$ cat src/hw/rtl/integer_alu_with_prime_search_core_defines.svh
// Assertion macros for the integer ALU and prime search controller.
`ifndef INTEGER_ALU_WITH_PRIME_SEARCH_CORE_DEFINES_SVH
`define INTEGER_ALU_WITH_PRIME_SEARCH_CORE_DEFINES_SVH
`ifndef ASSERT_OFF
// Check a property on every rising clk edge outside reset.
`define IAPS_ASSERT(name, prop) \
  name: assert property (@(posedge clk) disable iff (rst) prop) \
    else $error("iaps: property violated");
// Check that a condition never holds on a rising clk edge outside reset.
`define IAPS_ASSERT_NEVER(name, expr) \
  name: assert property (@(posedge clk) disable iff (rst) !(expr)) \
    else $error("iaps: forbidden condition seen");
`else
`define IAPS_ASSERT(name, prop)
`define IAPS_ASSERT_NEVER(name, expr)
`endif
`endif

$ cat src/hw/rtl/iaps_pkg.sv
// Package: opcodes, state encoding and controller/datapath link types.
package iaps_pkg;

  // ASCII opcodes
  localparam logic [7:0] OP_ADD   = 8'd43;
  localparam logic [7:0] OP_SUB   = 8'd45;
  localparam logic [7:0] OP_MUL   = 8'd42;
  localparam logic [7:0] OP_DIV   = 8'd47;
  localparam logic [7:0] OP_PRIME = 8'd112;

  localparam logic [31:0] ANSWER_UNKNOWN = 32'hFFFF_FFFF;
  localparam logic [31:0] INT_MIN        = 32'h8000_0000;
  localparam logic [15:0] C_MINUS_ONE    = 16'hFFFF;
  localparam logic [15:0] FIRST_DIVISOR  = 16'd2;
  localparam logic [31:0] FIRST_PRIME    = 32'd2;

  // Controller states, one-hot
  typedef enum logic [10:0] {
    S_IDLE    = 11'b000_0000_0001,
    S_EXEC    = 11'b000_0000_0010,
    S_MUL_WB  = 11'b000_0000_0100,
    S_DIV_RUN = 11'b000_0000_1000,
    S_DIV_WB  = 11'b000_0001_0000,
    S_PR_TEST = 11'b000_0010_0000,
    S_PR_SQ   = 11'b000_0100_0000,
    S_PR_CMP  = 11'b000_1000_0000,
    S_PR_DIV  = 11'b001_0000_0000,
    S_PR_REM  = 11'b010_0000_0000,
    S_FIN     = 11'b100_0000_0000
  } state_t;

  // Source of the pending result
  typedef enum logic [2:0] {
    PEND_ALU,
    PEND_PROD,
    PEND_QUOT,
    PEND_CAND,
    PEND_BASE,
    PEND_ZERO_FAULT
  } pend_sel_t;

  // Commands from controller to datapath
  typedef struct packed {
    logic      load;
    logic      mul_en;
    logic      mul_sq;
    logic      div_start;
    logic      div_trial;
    logic      div_step;
    logic      cand_init;
    logic      cand_inc;
    logic      d_init;
    logic      d_next;
    logic      found_inc;
    logic      pend_we;
    pend_sel_t pend_sel;
    logic      res_we;
  } cmd_t;

  // Status from datapath to controller
  typedef struct packed {
    logic op_mul;
    logic op_div;
    logic op_prime;
    logic c_zero;
    logic c_neg;
    logic div_last;
    logic rem_zero;
    logic sq_gt;
    logic cand_ovf;
    logic found_last;
  } status_t;

endpackage

$ cat src/hw/rtl/iaps_datapath.sv
// Datapath: operand registers, shared multiplier, shift-subtract divider,
// prime search counters and result registers.
module iaps_datapath
  import iaps_pkg::*;
(
  input  logic               clk,
  input  cmd_t               cmd,
  output status_t            status,
  input  logic        [7:0]  action,
  input  logic signed [31:0] operand_b,
  input  logic signed [15:0] operand_c,
  output logic signed [31:0] answer,
  output logic               fault
);

  // Operand registers
  logic [7:0]  op;
  logic [31:0] b;
  logic [15:0] c;

  // Multiplier output
  logic [31:0] prod;

  // Divider state
  logic [31:0] dq;
  logic [15:0] drem;
  logic [15:0] dden;
  logic [4:0]  dcnt;

  // Prime search state
  logic [31:0] cand;
  logic [15:0] d;
  logic [14:0] found;

  // Pending result
  logic [31:0] pend_ans;
  logic        pend_fault;

  logic [31:0] c_ext;
  logic [31:0] b_abs;
  logic [15:0] c_abs;
  logic [31:0] mul_a;
  logic [31:0] mul_b;
  logic [16:0] rem_shift;
  logic [16:0] rem_diff;
  logic        q_bit;
  logic [32:0] b_inc;
  logic [31:0] cand_start;
  logic [31:0] quot;
  logic        div_ovf;
  logic [15:0] found_plus;
  logic [31:0] alu_ans;

  assign c_ext = {{16{c[15]}}, c};
  assign b_abs = b[31] ? (32'd0 - b) : b;
  assign c_abs = c[15] ? (16'd0 - c) : c;

  // Hold operands of the accepted word
  always_ff @(posedge clk) begin
    if (cmd.load) begin
      op <= action;
      b  <= operand_b;
      c  <= operand_c;
    end
  end

  // Share one multiplier between the multiply op and the divisor square
  assign mul_a = cmd.mul_sq ? {16'd0, d} : b;
  assign mul_b = cmd.mul_sq ? {16'd0, d} : c_ext;

  always_ff @(posedge clk) begin
    if (cmd.mul_en) begin
      prod <= mul_a * mul_b;
    end
  end

  // Restoring divider, one quotient bit per cycle
  assign rem_shift = {drem, dq[31]};
  assign rem_diff  = rem_shift - {1'b0, dden};
  assign q_bit     = ~rem_diff[16];

  always_ff @(posedge clk) begin
    if (cmd.div_start) begin
      dq   <= cmd.div_trial ? cand : b_abs;
      dden <= cmd.div_trial ? d : c_abs;
      drem <= 16'd0;
      dcnt <= 5'd0;
    end else if (cmd.div_step) begin
      dq   <= {dq[30:0], q_bit};
      drem <= q_bit ? rem_diff[15:0] : rem_shift[15:0];
      dcnt <= dcnt + 5'd1;
    end
  end

  // First candidate is base + 1, raised to 2 since nothing below is prime
  assign b_inc      = {b[31], b} + 33'd1;
  assign cand_start = ($signed(b_inc) < $signed({1'b0, FIRST_PRIME})) ? FIRST_PRIME
                                                                       : b_inc[31:0];

  always_ff @(posedge clk) begin
    if (cmd.cand_init) begin
      cand  <= cand_start;
      found <= 15'd0;
    end else begin
      if (cmd.cand_inc) begin
        cand <= cand + 32'd1;
      end
      if (cmd.found_inc) begin
        found <= found + 15'd1;
      end
    end
  end

  // Trial divisors: 2, then odd numbers from 3
  always_ff @(posedge clk) begin
    if (cmd.d_init) begin
      d <= FIRST_DIVISOR;
    end else if (cmd.d_next) begin
      d <= (d == FIRST_DIVISOR) ? (d + 16'd1) : (d + 16'd2);
    end
  end

  // Signed quotient and pending result values
  assign quot       = (b[31] ^ c[15]) ? (32'd0 - dq) : dq;
  assign div_ovf    = (b == INT_MIN) && (c == C_MINUS_ONE);
  assign found_plus = {1'b0, found} + 16'd1;

  always_comb begin
    unique case (op)
      OP_ADD:  alu_ans = b + c_ext;
      OP_SUB:  alu_ans = b - c_ext;
      default: alu_ans = ANSWER_UNKNOWN;
    endcase
  end

  always_ff @(posedge clk) begin
    if (cmd.pend_we) begin
      unique case (cmd.pend_sel)
        PEND_ALU: begin
          pend_ans   <= alu_ans;
          pend_fault <= 1'b0;
        end
        PEND_PROD: begin
          pend_ans   <= prod;
          pend_fault <= 1'b0;
        end
        PEND_QUOT: begin
          pend_ans   <= quot;
          pend_fault <= div_ovf;
        end
        PEND_CAND: begin
          pend_ans   <= cand;
          pend_fault <= 1'b0;
        end
        PEND_BASE: begin
          pend_ans   <= b;
          pend_fault <= 1'b0;
        end
        default: begin
          pend_ans   <= 32'd0;
          pend_fault <= 1'b1;
        end
      endcase
    end
  end

  // Output register
  always_ff @(posedge clk) begin
    if (cmd.res_we) begin
      answer <= pend_ans;
      fault  <= pend_fault;
    end
  end

  // Status to controller
  assign status.op_mul     = (op == OP_MUL);
  assign status.op_div     = (op == OP_DIV);
  assign status.op_prime   = (op == OP_PRIME);
  assign status.c_zero     = (c == 16'd0);
  assign status.c_neg      = c[15];
  assign status.div_last   = (dcnt == 5'd31);
  assign status.rem_zero   = (drem == 16'd0);
  assign status.sq_gt      = (prod > cand);
  assign status.cand_ovf   = cand[31];
  assign status.found_last = (found_plus == c);

endmodule

$ cat src/hw/rtl/iaps_ctrl.sv
// Controller: sequences each request through the datapath and owns the handshakes.
`include "integer_alu_with_prime_search_core_defines.svh"

module iaps_ctrl
  import iaps_pkg::*;
(
  input  logic    clk,
  input  logic    rst,
  input  logic    req_valid,
  output logic    req_stall,
  output logic    rsp_valid,
  input  logic    rsp_stall,
  input  status_t status,
  output cmd_t    cmd
);

  state_t state;
  state_t state_next;
  logic   slot_free;

  assign slot_free = !rsp_valid || !rsp_stall;
  assign req_stall = (state != S_IDLE);

  // Next state and commands
  always_comb begin
    state_next = state;
    cmd        = '0;
    cmd.pend_sel = PEND_ALU;
    unique case (state)
      S_IDLE: begin
        if (req_valid) begin
          cmd.load   = 1'b1;
          state_next = S_EXEC;
        end
      end
      S_EXEC: begin
        priority if (status.op_mul) begin
          cmd.mul_en = 1'b1;
          state_next = S_MUL_WB;
        end else if (status.op_div) begin
          if (status.c_zero) begin
            cmd.pend_we  = 1'b1;
            cmd.pend_sel = PEND_ZERO_FAULT;
            state_next   = S_FIN;
          end else begin
            cmd.div_start = 1'b1;
            state_next    = S_DIV_RUN;
          end
        end else if (status.op_prime) begin
          priority if (status.c_neg) begin
            cmd.pend_we  = 1'b1;
            cmd.pend_sel = PEND_ZERO_FAULT;
            state_next   = S_FIN;
          end else if (status.c_zero) begin
            cmd.pend_we  = 1'b1;
            cmd.pend_sel = PEND_BASE;
            state_next   = S_FIN;
          end else begin
            cmd.cand_init = 1'b1;
            state_next    = S_PR_TEST;
          end
        end else begin
          cmd.pend_we  = 1'b1;
          cmd.pend_sel = PEND_ALU;
          state_next   = S_FIN;
        end
      end
      S_MUL_WB: begin
        cmd.pend_we  = 1'b1;
        cmd.pend_sel = PEND_PROD;
        state_next   = S_FIN;
      end
      S_DIV_RUN: begin
        cmd.div_step = 1'b1;
        if (status.div_last) begin
          state_next = S_DIV_WB;
        end
      end
      S_DIV_WB: begin
        cmd.pend_we  = 1'b1;
        cmd.pend_sel = PEND_QUOT;
        state_next   = S_FIN;
      end
      S_PR_TEST: begin
        if (status.cand_ovf) begin
          cmd.pend_we  = 1'b1;
          cmd.pend_sel = PEND_ZERO_FAULT;
          state_next   = S_FIN;
        end else begin
          cmd.d_init = 1'b1;
          state_next = S_PR_SQ;
        end
      end
      S_PR_SQ: begin
        cmd.mul_en = 1'b1;
        cmd.mul_sq = 1'b1;
        state_next = S_PR_CMP;
      end
      S_PR_CMP: begin
        if (status.sq_gt) begin
          // No divisor up to the root: candidate is prime
          if (status.found_last) begin
            cmd.pend_we  = 1'b1;
            cmd.pend_sel = PEND_CAND;
            state_next   = S_FIN;
          end else begin
            cmd.found_inc = 1'b1;
            cmd.cand_inc  = 1'b1;
            state_next    = S_PR_TEST;
          end
        end else begin
          cmd.div_start = 1'b1;
          cmd.div_trial = 1'b1;
          state_next    = S_PR_DIV;
        end
      end
      S_PR_DIV: begin
        cmd.div_step = 1'b1;
        if (status.div_last) begin
          state_next = S_PR_REM;
        end
      end
      S_PR_REM: begin
        if (status.rem_zero) begin
          // Composite: drop it and advance
          cmd.cand_inc = 1'b1;
          state_next   = S_PR_TEST;
        end else begin
          cmd.d_next = 1'b1;
          state_next = S_PR_SQ;
        end
      end
      S_FIN: begin
        if (slot_free) begin
          cmd.res_we = 1'b1;
          state_next = S_IDLE;
        end
      end
      default: begin
        state_next = S_IDLE;
      end
    endcase
  end

  // State register
  always_ff @(posedge clk) begin
    if (rst) begin
      state <= S_IDLE;
    end else begin
      state <= state_next;
    end
  end

  // Output word valid flag
  always_ff @(posedge clk) begin
    if (rst) begin
      rsp_valid <= 1'b0;
    end else if (cmd.res_we) begin
      rsp_valid <= 1'b1;
    end else if (!rsp_stall) begin
      rsp_valid <= 1'b0;
    end
  end

  `IAPS_ASSERT(a_accept_leaves_idle, (req_valid && !req_stall) |=> (state != S_IDLE))
  `IAPS_ASSERT_NEVER(a_no_result_overwrite, cmd.res_we && rsp_valid && rsp_stall)
  `IAPS_ASSERT(a_div_wb_after_run, (state == S_DIV_WB) |-> ($past(state) == S_DIV_RUN))
  `IAPS_ASSERT(a_cmp_after_square, (state == S_PR_CMP) |-> ($past(state) == S_PR_SQ))

endmodule

$ cat src/hw/rtl/integer_alu_with_prime_search_core.sv
// Prime search time is data dependent: each divisor tried takes a square, then the
// 32-step shared divider and the remainder check; the search runs until the nth
// prime is found or the candidate passes 2147483647.
// One request is worked at a time; a new word is taken while the last answer waits.
// Reset (rst, synchronous) returns the controller to idle and clears the output valid.
module integer_alu_with_prime_search_core
  import iaps_pkg::*;
(
  input  logic               clk,
  input  logic               rst,
  input  logic               req_valid,
  output logic               req_stall,
  input  logic        [7:0]  action,
  input  logic signed [31:0] operand_b,
  input  logic signed [15:0] operand_c,
  output logic               rsp_valid,
  input  logic               rsp_stall,
  output logic signed [31:0] answer,
  output logic               fault
);

  cmd_t    cmd;
  status_t status;

  iaps_ctrl u_ctrl (
    .clk       (clk),
    .rst       (rst),
    .req_valid (req_valid),
    .req_stall (req_stall),
    .rsp_valid (rsp_valid),
    .rsp_stall (rsp_stall),
    .status    (status),
    .cmd       (cmd)
  );

  iaps_datapath u_datapath (
    .clk       (clk),
    .cmd       (cmd),
    .status    (status),
    .action    (action),
    .operand_b (operand_b),
    .operand_c (operand_c),
    .answer    (answer),
    .fault     (fault)
  );

endmodule
$ cat config.mk
export PLATFORM = sky130hd
export DESIGN_NAME = integer_alu_with_prime_search_core
export DESIGN_NICKNAME = d
export VERILOG_FILES = /design/src/hw/rtl/iaps_pkg.sv /design/src/hw/rtl/iaps_datapath.sv /design/src/hw/rtl/iaps_ctrl.sv /design/src/hw/rtl/integer_alu_with_prime_search_core.sv
export VERILOG_INCLUDE_DIRS = /design/src /design/src/hw/rtl
export SDC_FILE = /design/constraint.sdc
export NUM_CORES = 2
export LEC_CHECK = 0
export BUFFER_PORTS_ARGS = -buffer_cell sky130_fd_sc_hd__buf_2
export CAP_MARGIN = 30
export CORE_ASPECT_RATIO = 0.75
export CORE_MARGIN = 5
export CORE_UTILIZATION = 35
export CTS_BUF_LIST = sky130_fd_sc_hd__clkbuf_8
export DETAILED_ROUTE_END_ITERATION = 7
export HOLD_SLACK_MARGIN = 0.12
export PLACE_DENSITY = 0.53
export SLEW_MARGIN = 20
export SYNTH_ARGS = -nofsm -noshare
export SYNTH_HDL_FRONTEND = slang
export SYNTH_SLANG_ARGS = --single-unit
$ cat constraint.sdc
create_clock -name clk -period 10.2 [get_ports clk]
set_input_delay 0.51 -clock clk [delete_from_list [all_inputs] [get_ports clk]]
set_output_delay 0.51 -clock clk [all_outputs]
set_load 0.01 [all_outputs]
==> results.md <==
- Status: complete, but fails checks
- Violated checks: DRC
- Sequential area share after synthesis: 0.242
- Worst-margin pin slew: 1.24 ns
- IO Port Bufs: 94
- XOR/XNOR share of the synthesized area: 0.0792
- Min Clock Period, post-route: 9.65 ns
- Layout cells sized above 1: 0.0866
- Most frequent cells in the layout: inv_1, nand2_1, fa_1
- Largest net degree at the start of global routing: 67
- Final setup violation count: 0
- Total CTS buffers: 47
- Relative slew margins: 0.172
- Final WS setup: 0.554 ns
- Crit path arrival time: 10.05 ns
- CTS Buffer Depth: 3
- Cell family with most CP delay: adder cells
- Total gr overflow: 0
- CTS tree: built
- Largest family of logic cells by synthesized area: adder cells
- FF+latch count, synth: 298
- Area delta synth->final: 11.6%
- Unrepaired setup endpoints after global routing: no
- Post-synth EDFFs: 234
- Top cell by count, worst path: fa_1
- CP required: 10.61 ns
- Number of max-cap violations: 0
- Synth Area in Compound Gates: 0.109
- Chip height: 281 um
- Tightest Hold Check Type: input port to register
- Yosys warnings: 0
- Register area: 8310 sq um
- Post-CTS setup buffer count: 0
- 1st-pass router iterations: 8
- Setup WS pre-CTS: 0.601 ns
- Mapped cell area: 34300 sq um
- First-pass GRT wire length: 191000 um
- Worst-Skew Late Latency: 0.67 ns
- Clock Skew: 0.0691 ns
- Setup_tns: 0 ns
- CTS Sinks: 298
- WL/cell: 24.9 um
- Simple-gate share of the synthesized area: 0.175
- Synth unique cells: 89
- DR iter-0 viols: 3651
- Core box area: 97200 sq um
- Fillers: 9816
- Area occupied by multi-input gates: 23400 sq um
- ANT nets after route: 0
- Cell count after synthesis: 3810
- Full die area: 104000 sq um
- I/O pin count: 95
- H-tree depth: 2
- Hold_buf cts: 56
- Crit start category: register
- Critical path class: register to register
- Vias: 29200
- GP Congestion: 0.992
- Slowest CP cell: o31ai_1
- Initial antenna violation count: 10
- Fin crit share: 0.946
- Residual DRC: 6
- FFs w/ async S/R, synth: 0
- CP peak stage delay: 0.77 ns
- Mux contribution to synthesized area: 0.0103
- Reg2reg setup slack: 0.55 ns
- Starting density of the core: 0.353
- Max-slew violations: 0
- Drt total wl: 131000 um
- Worst setup EP type: register
- Ys flop type: edfxtp_1
- Die width: 371 um
- Avg Inst Size Synth: 9.00 sq um
- Syn_nets: 4473
- GRT Total Usage: 0.249
- HPWL Detailed: 104000 um
- Row count: 99
- Hold Vio Cnt, Final: 0
- Crit path buffers/inverters: 5
- Leading cell type in the layout, fill and taps excluded: inv_1
- Number of global-route vias before repair: 27800
- Clk slew on worst S/H paths: 0.08 ns
- Clk Tree Root Cell: clkbuf_8
- Vias per cell: 5.53
- Adder-cell area share of the yosys netlist: 0.305
- Fmax: 104 MHz
- Post-cts sizing count: 0
- Fin nets: 4596
- Crit Path Max Fanout: 11
flip-flops by register name (all words and copies together), names as in the netlist, 8 cells and up:
register / cells
u_datapath.b: 32
u_datapath.answer: 32
u_datapath.d: 16
u_datapath.dq: 32
u_datapath.found: 15
u_datapath.op: 8
u_datapath.cand: 32
u_datapath.drem: 16
u_datapath.dden: 16
u_datapath.pend_ans: 32
u_ctrl.state: 11
u_datapath.prod: 32
u_datapath.c: 16
metal layers:
metal	up-vias	track usage	wire (um)
li1	13000	-	-
met1	14500	0.390	61700
met2	1579	0.321	49000
met3	144	0.0960	17900
met4	2	0.0463	2660
met5	-	0	71
area by class of cell:
cell class,count,share of cell area
Antenna cell,3,0.000196
Clock buffer,49,0.0176
Clock inverter,37,0.00962
Inverter,509,0.0499
Multi-Input combinational cell,2804,0.611
Sequential cell,298,0.217
Tap cell,1313,0.0429
Timing Repair Buffer,273,0.0515
tightest hold or removal path, delay by kind of cell:
family,cells,cell delay [ns]
AND/OR/NAND/NOR,1,0.08
AO/OA/AOI/OAI,1,0.06
buffers and inverters,1,0.12
cell usage after synthesis, types with 10 or more instances:
library cell | count | area (sq um)
ha_1 | 214 | 2680
edfxtp_1 | 234 | 7030
a211oi_1 | 18 | 135
o22ai_1 | 35 | 219
nor3_1 | 50 | 250
dfxtp_1 | 64 | 1280
nor2_1 | 336 | 1260
xor2_1 | 112 | 981
nand2_1 | 448 | 1680
a31oi_1 | 17 | 106
and2_1 | 30 | 188
o21ai_0 | 151 | 756
o21a_1 | 20 | 150
or4_1 | 15 | 113
inv_1 | 507 | 1900
and3_1 | 83 | 519
buf_1 | 23 | 86.3
xnor2_1 | 195 | 1710
nand4_1 | 44 | 275
nand2b_1 | 25 | 156
o41ai_1 | 10 | 87.6
mux2i_1 | 33 | 330
clkbuf_1 | 158 | 593
a21oi_1 | 112 | 561
buf_2 | 13 | 65.1
a222oi_1 | 26 | 260
fa_1 | 389 | 7790
a21o_1 | 30 | 225
or3_1 | 30 | 188
or2_2 | 17 | 106
nor2b_1 | 19 | 119
nand3_1 | 105 | 526
o21ai_1 | 28 | 140
nor4_1 | 29 | 181
o221ai_1 | 10 | 87.6
o31ai_1 | 28 | 210
cell families (layout without fill, tap and decap cells):
family	Yosys count	after routing
mux	35	35
xor+xnor	308	308
simple gates	1282	1282
buf+inv	708	868
other cells	0	3
fa+ha+maj	603	603
flops	298	298
compound gates	576	576
worst paths after layout:
check                           cells past startpoint                              start                               to
worst max-delay path                               29      u_ctrl.state[10]$_SDFFE_PP0P_    u_datapath.prod[30]$_DFFE_PP_
worst min-delay path                                3                          rsp_stall    u_ctrl.rsp_valid$_SDFFE_PP0P_
worst max register to register                     29      u_ctrl.state[10]$_SDFFE_PP0P_    u_datapath.prod[30]$_DFFE_PP_
worst min register to register                      0  u_datapath.pend_ans[18]$_DFFE_PP_  u_datapath.answer[18]$_DFFE_PP_
metrics by stage:
step	instance area, sq um	std cells	hold WS [ns]	utilization
CTS	38200	5272	0.150	0.392
floorplan	34300	3810	0.400	-
global placement	36500	5126	0.402	0.376
finish	38300	5286	0.209	0.393
global route	38200	5284	0.165	0.393
detailed placement	36600	5130	0.405	0.376
Power is not shown: default switching activity piles up to over one toggle a cycle in this logic, so the estimate is an artifact.
